**config.mk**
```make
export PLATFORM = sky130hd
export DESIGN_NAME = gapa_ctrl
export DESIGN_NICKNAME = d
export VERILOG_FILES = /design/src/rtl/core/gapa_pkg.sv /design/src/rtl/core/gapa_ctrl.sv
export SDC_FILE = /design/constraint.sdc
export NUM_CORES = 1
export LEC_CHECK = 0
export ABC_CLOCK_PERIOD_IN_PS = 1000
export BUFFER_PORTS_ARGS = -buffer_cell sky130_fd_sc_hd__buf_2
export CAP_MARGIN = 0
export CORE_AREA = 2 2 39 41
export DETAILED_ROUTE_END_ITERATION = 16
export DIE_AREA = 0 0 41 43
export HOLD_SLACK_MARGIN = 0.02
export SYNTH_ARGS = -nofsm -noshare
export SYNTH_HDL_FRONTEND = slang
export SYNTH_SLANG_ARGS = --single-unit
```
**constraint.sdc**
```tcl
create_clock -name clock -period 1 [get_ports clock]
set_input_delay 0.15 -clock clock [delete_from_list [all_inputs] [get_ports clock]]
set_output_delay 0.15 -clock clock [all_outputs]
set_load 0.005 [all_outputs]
```
**src/rtl/core/gapa_pkg.sv**
```systemverilog
// ----------------------------------------------------------------------------
// gapa_pkg
// Shared widths, function codes and control/status bundles for the
// entry table with lazy global assign and point add.
// ----------------------------------------------------------------------------
`timescale 1ns / 1ps
`default_nettype none

package gapa_pkg;

   localparam int FUNC_W    = 2;
   localparam int INDEX_W   = 10;
   localparam int OPERAND_W = 32;
   localparam int VALUE_W   = 48;
   localparam int EPOCH_W   = 8;

   localparam logic [VALUE_W-1:0] VALUE_MAX = {VALUE_W{1'b1}};
   localparam logic [EPOCH_W-1:0] EPOCH_MAX = {EPOCH_W{1'b1}};

   typedef enum logic [FUNC_W-1:0] {
      FUNC_ASSIGN = 2'd0,
      FUNC_ADD    = 2'd1,
      FUNC_QUERY  = 2'd2
   } func_type;

   typedef struct packed {
      logic capture;
      logic load_base;
      logic epoch_inc;
      logic epoch_restart;
      logic sweep_write;
      logic write_entry;
      logic load_rsp;
   } gapa_cmd_type;

   typedef struct packed {
      logic is_assign;
      logic is_add;
      logic is_query;
      logic epoch_max;
      logic sweep_last;
   } gapa_status_type;

endpackage

`default_nettype wire

```
**src/rtl/core/gapa_ctrl.sv**
```systemverilog
// ----------------------------------------------------------------------------
// gapa_ctrl
// Sequencer for the entry table: tag sweep, item decode, update and
// response handoff.
// ----------------------------------------------------------------------------
`timescale 1ns / 1ps
`default_nettype none

module gapa_ctrl import gapa_pkg::*; (
   input  wire logic            clock,
   input  wire logic            reset,
   input  wire logic            req_valid,
   input  wire logic            rsp_ready,
   input  wire gapa_status_type status,
   output logic                 req_ready,
   output logic                 rsp_valid,
   output gapa_cmd_type         cmd
);

   typedef enum logic [1:0] {
      ST_CLEAR,
      ST_IDLE,
      ST_EXEC
   } state_type;

   state_type state_ff, state_in;
   logic      rsp_valid_ff, rsp_valid_in;
   logic      query_ff, query_in;
   logic      accept;

   always_comb begin
      req_ready    = state_ff == ST_IDLE;
      accept       = req_valid & req_ready;
      cmd          = '0;
      state_in     = state_ff;
      rsp_valid_in = rsp_valid_ff & ~rsp_ready;
      query_in     = query_ff;

      unique case (state_ff)
         ST_CLEAR: begin
            cmd.sweep_write = 1'b1;
            if (status.sweep_last) begin
               cmd.epoch_restart = 1'b1;
               state_in          = ST_IDLE;
            end
         end
         ST_IDLE: begin
            if (accept) begin
               cmd.capture = 1'b1;
               query_in    = status.is_query;
               priority if (status.is_assign) begin
                  cmd.load_base = 1'b1;
                  if (status.epoch_max) begin
                     state_in = ST_CLEAR;
                  end else begin
                     cmd.epoch_inc = 1'b1;
                  end
               end else if (status.is_add || status.is_query) begin
                  state_in = ST_EXEC;
               end else begin
                  state_in = ST_IDLE;
               end
            end
         end
         ST_EXEC: begin
            if (!query_ff) begin
               cmd.write_entry = 1'b1;
               state_in        = ST_IDLE;
            end else if (!rsp_valid_ff || rsp_ready) begin
               cmd.load_rsp = 1'b1;
               rsp_valid_in = 1'b1;
               state_in     = ST_IDLE;
            end
         end
         default: begin
            state_in = ST_CLEAR;
         end
      endcase
   end

   always_ff @(posedge clock) begin
      if (reset) begin
         state_ff     <= ST_CLEAR;
         rsp_valid_ff <= 1'b0;
         query_ff     <= 1'b0;
      end else begin
         state_ff     <= state_in;
         rsp_valid_ff <= rsp_valid_in;
         query_ff     <= query_in;
      end
   end

   assign rsp_valid = rsp_valid_ff;

endmodule

`default_nettype wire

```
Word level (Yosys, flattened, before mapping)
Index checks and enable logic that the tools add are counted.
Widths: inputs -> output; s select.
{ "classes": {"eq_ne": 6, "reduce_logical": 6, "mux": 21, "bitwise_logic": 3} }
{ "ops": {"columns": ["op", "n"], "rows": [
  ["$mux 2", 10],
  ["$mux 1", 8],
  ["$mux 3", 2],
  ["$ne 3x3->1 const B", 2],
  ["$pmux 2 s3", 1],
  ["$reduce_and 4->1", 1],
  ["$and 1x1->1", 2],
  ["$eq 2x1->1 const B", 1],
  ["$eq 2x2->1 const B", 1],
  ["$logic_not 2->1", 1],
  ["$logic_or 1x1->1", 2],
  ["$ne 2x1->1 const B", 1],
  ["$ne 2x2->1 const B", 1],
  ["$reduce_and 2->1", 1],
  ["$logic_not 1->1", 1],
  ["$not 1->1", 1]
]} }
{ "totals": {"ff_bits": 4, "output_inout_bits": 9, "inputBits": 9} }

Longest topological paths before layout
Gate-level depths: netlist of run 1.
{ "logic_depth": {"ltp_word": 5, "ltp_mapped": 3, "ltp_nobuf": 3} }

Worst setup path after synthesis of run 1
Ideal clock, no wire load.
{ "synth_timing": {"path_type": "reg-to-reg", "startpoint": "register state_ff[0]", "endpoint": "register state_ff[0]", "setup_ns": 0.096, "required_time_ns": 0.904, "slack_ns": -0.017, "stages_incl_launch_ff": 4, "t_arrival_ns": 0.922, "cell_sequence": "dfxtp_1 > nand3b_2 > nor2_2 > o41ai_2"} }
{ "synth_between": {"elab_chain_cells": 4, "elab_cells_between_ends": 10} }
{ "synth_lines": {"columns": ["element", "line", "rtl"], "rows": [
  ["start, declared", "gapa_ctrl.sv:26", "state_type state_ff, state_in;"],
  ["start signal, assigned", "gapa_ctrl.sv:87", "state_ff <= state_in;"],
  ["$eq 2x1->1", "gapa_ctrl.sv:32, gapa_ctrl.sv:39", null],
  ["$and 1x1->1", "gapa_ctrl.sv:33", "accept = req_valid & req_ready;"],
  ["$ne 2x1->1 (no source line)", null, null],
  ["$reduce_and 4->1 (no source line)", null, null]
]} }
Several ways; a longest one is shown, not always the timed one.
A chain may end at the register's enable or synchronous reset.

==> results of run 1 <==
## routing by layer
| layer | global-route usage | vias to the layer above |
|---|---|---|
| met5 | 0 | - |
| met4 | 0.100 | 0 |
| met3 | 0.0366 | 2 |
| met2 | 0.175 | 11 |
| met1 | 0.123 | 153 |
| li1 | - | 173 |
## layout make-up
cell class / count / area share
Tap cell: 16 / 0.0356
Clock buffer: 3 / 0.0400
Multi-Input combinational cell: 24 / 0.391
Inverter: 2 / 0.0178
Timing Repair Buffer: 29 / 0.358
Sequential cell: 4 / 0.158
## worst max-delay path, cell delays in order, from the launching register on
cell and delay [ns]:
dfxtp_1 0.31, or2b_4 0.26, and2b_2 0.18, buf_2 0.12
## where the power goes
group          switching (mW)  internal (mW)  leakage (nW)
Combinational          0.0883          0.156         0.271
Sequential             0.0200          0.172        0.0344
Clock                  0.0779          0.135        0.0138
## final timing paths
check                                                 to
worst min-delay path                rsp_valid$_SDFF_PP0_
worst max-delay path                              cmd[0]
worst min register to register     query_ff$_SDFFE_PP0P_
worst max register to register  state_ff[1]$_SDFFE_PP0P_
## sequential cells by signal (all words and copies together) (netlist names)
signal     flops
rsp_valid      1
state_ff       2
query_ff       1
## through the flow
step           TNS, ns  instances
4_1_cts          -1.41         75
3_3_place_gp    -0.124         67
5_1_grt          -2.23         78
6_report         -1.65         78
2_1_floorplan        0         30
3_5_place_dp    -0.144         67
## synth_stat cells
cell / count / area share
nor2_2: 1 / 0.023
mux2i_1: 1 / 0.037
nand2b_1: 1 / 0.023
and2_1: 2 / 0.047
o32a_1: 1 / 0.037
nand3b_2: 1 / 0.042
o41ai_2: 1 / 0.061
nor2_1: 7 / 0.098
a311oi_1: 1 / 0.033
nor2b_1: 1 / 0.023
inv_1: 2 / 0.028
nand3b_4: 1 / 0.075
or2b_2: 1 / 0.033
a21oi_1: 2 / 0.037
a2111o_1: 1 / 0.042
dfxtp_1: 4 / 0.30
nor3b_1: 1 / 0.028
and2b_2: 1 / 0.033
## kinds of logic (layout without fill, tap and decap cells)
kind of cell           after synthesis  count (layout)
and+or+nand+nor                     17              17
muxes                                1               1
AOI/OAI and AO/OA                    6               6
buffers and inverters                2              34
DFF                                  4               4
## what timing repair did
item,CTS,global route
setup buffers,6,3
setup endpoints to repair,10,11
pin swaps,7,1
resized for setup,15,5
hold buffers,0,0
## cell usage in the layout (no fill, tap or decap), types with 2 or more instances in the layout
cell      Yosys  layout
nor2_1        7       4
clkbuf_4      0       3
nor2_2        1       2
buf_2         0      16
nor2_4        0       2
buf_4         0       9
dfxtp_4       0       2
buf_6         0       3
nand3b_4      1       2
==> results.toml, run 1 <==
[clock_tree]
cts_sinks = 4
cts_root_buf = "clkbuf_4"
insertion_delay_ns = 0.24
cts.path.max_buffers = 2
cts_made_buffers = 3
htreeDepth = 1
clkTransAtPathRegs_ns = 0.04
cts_tree = "yes"

[synth]
yosysSeqAreaShare = 0.299
yosys-mux-area-fraction = 0.0374
syn-num-nets = 39
synth_compound_gate_area_share = 0.210
netlist_area_um2 = 268
synth.distinct_cells = 18
synth_top_family_by_area = "simple AND/OR/NAND/NOR gates"
synth_adder_area_share = 0
synth_xor_area_frac = 0
synth_area_per_cell_um2 = 8.93
ys_seq_elements = 4
synthCells = 30
yosys.area_share.simple = 0.425
yosysWarnings = 0

[worst_setup_path]
crit_path_max_fanout = 2
worstRegToRegCells = 5
startpoint_type = "flip-flop"
crit_required_ns = 0.85
crit_type = "flip-flop to output pin"
r2r_setup_slack_ns = -0.19
worstReg2RegStart = "state_ff[0]$_SDFFE_PP0P_"
crit_arrival_ns = 1.11
end_kind = "output pin"
worstSetupStartpoint = "rsp_valid$_SDFF_PP0_"

[final_layout]
regArea_um2 = 88.8
fillers = 154
diodes = 0
drive_gt1_frac = 0.790
fin_nets = 73
fin_util = 0.407
fin_area_um2 = 563
area_growth_pct = 110
multi_input_area_um2 = 220

[route]
via_per_inst = 4.35
ant_nets = 0
drc = 0
wl_met3_um = 50
vias = 339
wl_met1_um = 309
wl_met2_um = 443
first_iter_violations = 1
drt_first_pass_iters = 3
top_layer_used = "met4"
wl_um = 818
wire_per_inst_um = 10.5

[global_route]
antenna_found_initial = 0
grt_max_degree = 6
grt_pass1_wl_um = 1330
grt_overflow = 0
grt_pass1_vias = 322
track_usage = 0.117

[placed_design]
pre_cts_ws_ns = -0.0530
numPortBuffers = 17
gp_congestion = 0.741
placed_area_um2 = 404
dp_hpwl_um = 542

[timing]
period_needed_ns = 1.26
setup_violations = 11
slew_headroom = 0.815
hold_viol = 0
rsz0062_at_grt = "true"
tightestPinTransition_ns = 0.276
whs_ns = 0.140
clock_skew_ns = 0.00145
slew_violations = 0
finalCritPeriodShare = 1.26
fmax_mhz = 797
setup_ws_ns = -0.255

[hold_path]
whs_path_depth = 2
holdCritStartpoint = "reset"
hold_path_class = "input pin to flip-flop"

[die]
rows = 14
io_pins = 18
core_area_um2 = 1380
die_y_um = 43
die_w_um = 41
die-area_um2 = 1760
start_util = 0.193

[pwr]
power_uw = 649
power_density_nw_per_um2 = 1150
p_leak_nw = 0.320
vdd_ir_drop_max_v = 0.000426

[run_status]
failed_checks = "negative setup slack"
status = "finished with violations"

[job]
max_cap_violations = 0
(Power assumes the default switching activity.)
==> inputs of run 2 (changes only) <==
--- a/config.mk
+++ b/config.mk
@@ -8,9 +8,9 @@
 export ABC_CLOCK_PERIOD_IN_PS = 1000
 export BUFFER_PORTS_ARGS = -buffer_cell sky130_fd_sc_hd__buf_2
 export CAP_MARGIN = 0
-export CORE_AREA = 2 2 39 41
+export CORE_AREA = 5 5 42 44
 export DETAILED_ROUTE_END_ITERATION = 16
-export DIE_AREA = 0 0 41 43
+export DIE_AREA = 0 0 47 49
 export HOLD_SLACK_MARGIN = 0.02
 export SYNTH_ARGS = -nofsm -noshare
 export SYNTH_HDL_FRONTEND = slang
==> results.toml, run 2 (synthesis gave the netlist of run 1 again) <==
[run_status]
status = "finished with violations"
failed_checks = "negative setup slack"

[die]
io_pins = 18
start_util = 0.191
die_w_um = 47
core_area_um2 = 1400
die-area_um2 = 2300
die_y_um = 49
rows = 14

[route]
wire_per_inst_um = 10.2
wl_um = 737
via_per_inst = 4.26
drt_first_pass_iters = 2
drc = 0
ant_nets = 0
first_iter_violations = 1
vias = 307

[final_layout]
largest_register = "state_ff"
layoutNonFillerInstCount = 72
regArea_um2 = 88.8
largest_reg_flops = 2
area_growth_pct = 79.4
final_common_cell = "buf_2"
drive_gt1_frac = 0.661
diodes = 0
fin_area_um2 = 480
multi_input_area_um2 = 194
fin_nets = 67
fillers = 155
final_cell_mix = "buf_2, nor2_1, buf_6"
fin_util = 0.343

[pwr]
p_sw_uw = 141
power_density_nw_per_um2 = 1120
swShare = 0.262
combPwrFrac = 0.290
internal_power_uw = 398
power_uw = 539
pwr-share-seq = 0.357
pwr-share-clk = 0.353
p_leak_nw = 0.283
vdd_ir_drop_max_v = 0.000491

[clock_tree]
cts_root_buf = "clkbuf_4"
htreeDepth = 1
cts_tree = "yes"
cts_sinks = 4
clkTransAtPathRegs_ns = 0.03
cts.path.max_buffers = 2
insertion_delay_ns = 0.23
cts_made_buffers = 3

[timing]
hold_viol = 0
period_needed_ns = 1.23
whs_ns = 0.152
slew_headroom = 0.799
clock_skew_ns = 0.000803
fmax_mhz = 810
rsz0062_at_grt = "true"
fin_tns_setup_ns = -1.11
setup_violations = 11
tightestPinTransition_ns = 0.300
setup_ws_ns = -0.235
finalCritPeriodShare = 1.23
slew_violations = 0

[hold_path]
holdCritStartpoint = "reset"
hold_path_class = "input pin to flip-flop"

[placed_design]
placed_area_um2 = 412
pre_cts_ws_ns = -0.0580
dp.cells = 68
numPortBuffers = 17
dp_hpwl_um = 580
gp_congestion = 0.660

[job]
max_cap_violations = 0

[global_route]
grt_max_degree = 8
track_usage = 0.0739
grt_pass1_wl_um = 1170
grt_pass1_vias = 293
grt_overflow = 0
antenna_found_initial = 0

[worst_setup_path]
startpoint_type = "flip-flop"
worstSetupStartpoint = "state_ff[0]$_SDFFE_PP0P_"
crit_path_max_fanout = 7
worstReg2RegStart = "state_ff[1]$_SDFFE_PP0P_"
crit_required_ns = 0.85
crit_type = "flip-flop to output pin"
crit_arrival_ns = 1.08
end_kind = "output pin"
==> run 2: path summary, 6_finish.rpt <==
kind                              end  slack, ns  cells after the start
max reg2reg  state_ff[1]$_SDFFE_PP0P_      -0.11                      4
min          state_ff[1]$_SDFFE_PP0P_       0.15                      2
max                            cmd[0]      -0.23                      3
min reg2reg      rsp_valid$_SDFF_PP0_       0.55                      2
==> run 2: layout make-up <==
class                   count  share of cell area
clock buffers               3              0.0469
well taps                  16              0.0417
multi-input cells          24               0.404
flip-flops and latches      4               0.185
repair buffers             23               0.307
inverters                   2              0.0156
==> run 2: timing repair <==
action,CTS,global route
setup endpoints to repair,11,11
buffers inserted,1,0
resized for setup,10,2
hold buffers,0,0
pin swaps,4,1
==> run 2: power by group through the flow <==
| stage | clock, mW | sequential [mW] | combinational, mW |
|---|---|---|---|
| 5_1_grt | 0.228 | 0.195 | 0.174 |
| 4_1_cts | 0.203 | 0.192 | 0.153 |
| 3_3_place_gp | 0 | 0.193 | 0.137 |
| 2_1_floorplan | 0 | 0.190 | 0.0703 |
| 6_report | 0.190 | 0.193 | 0.156 |
| 3_5_place_dp | 0 | 0.194 | 0.137 |
==> run 2: layer usage <==
metal	up-vias	track usage	share of wire
met1	138	0.0768	0.39
met3	2	0.0369	0.085
met2	9	0.102	0.52
li1	158	-	-
met5	-	0	0
met4	0	0.0691	0.0081
==> run 2: critical path, stage by stage, from the launching register on <==
cell	delay, ns
dfxtp_4	0.38
nand3b_4	0.15
and2b_2	0.21
buf_2	0.12
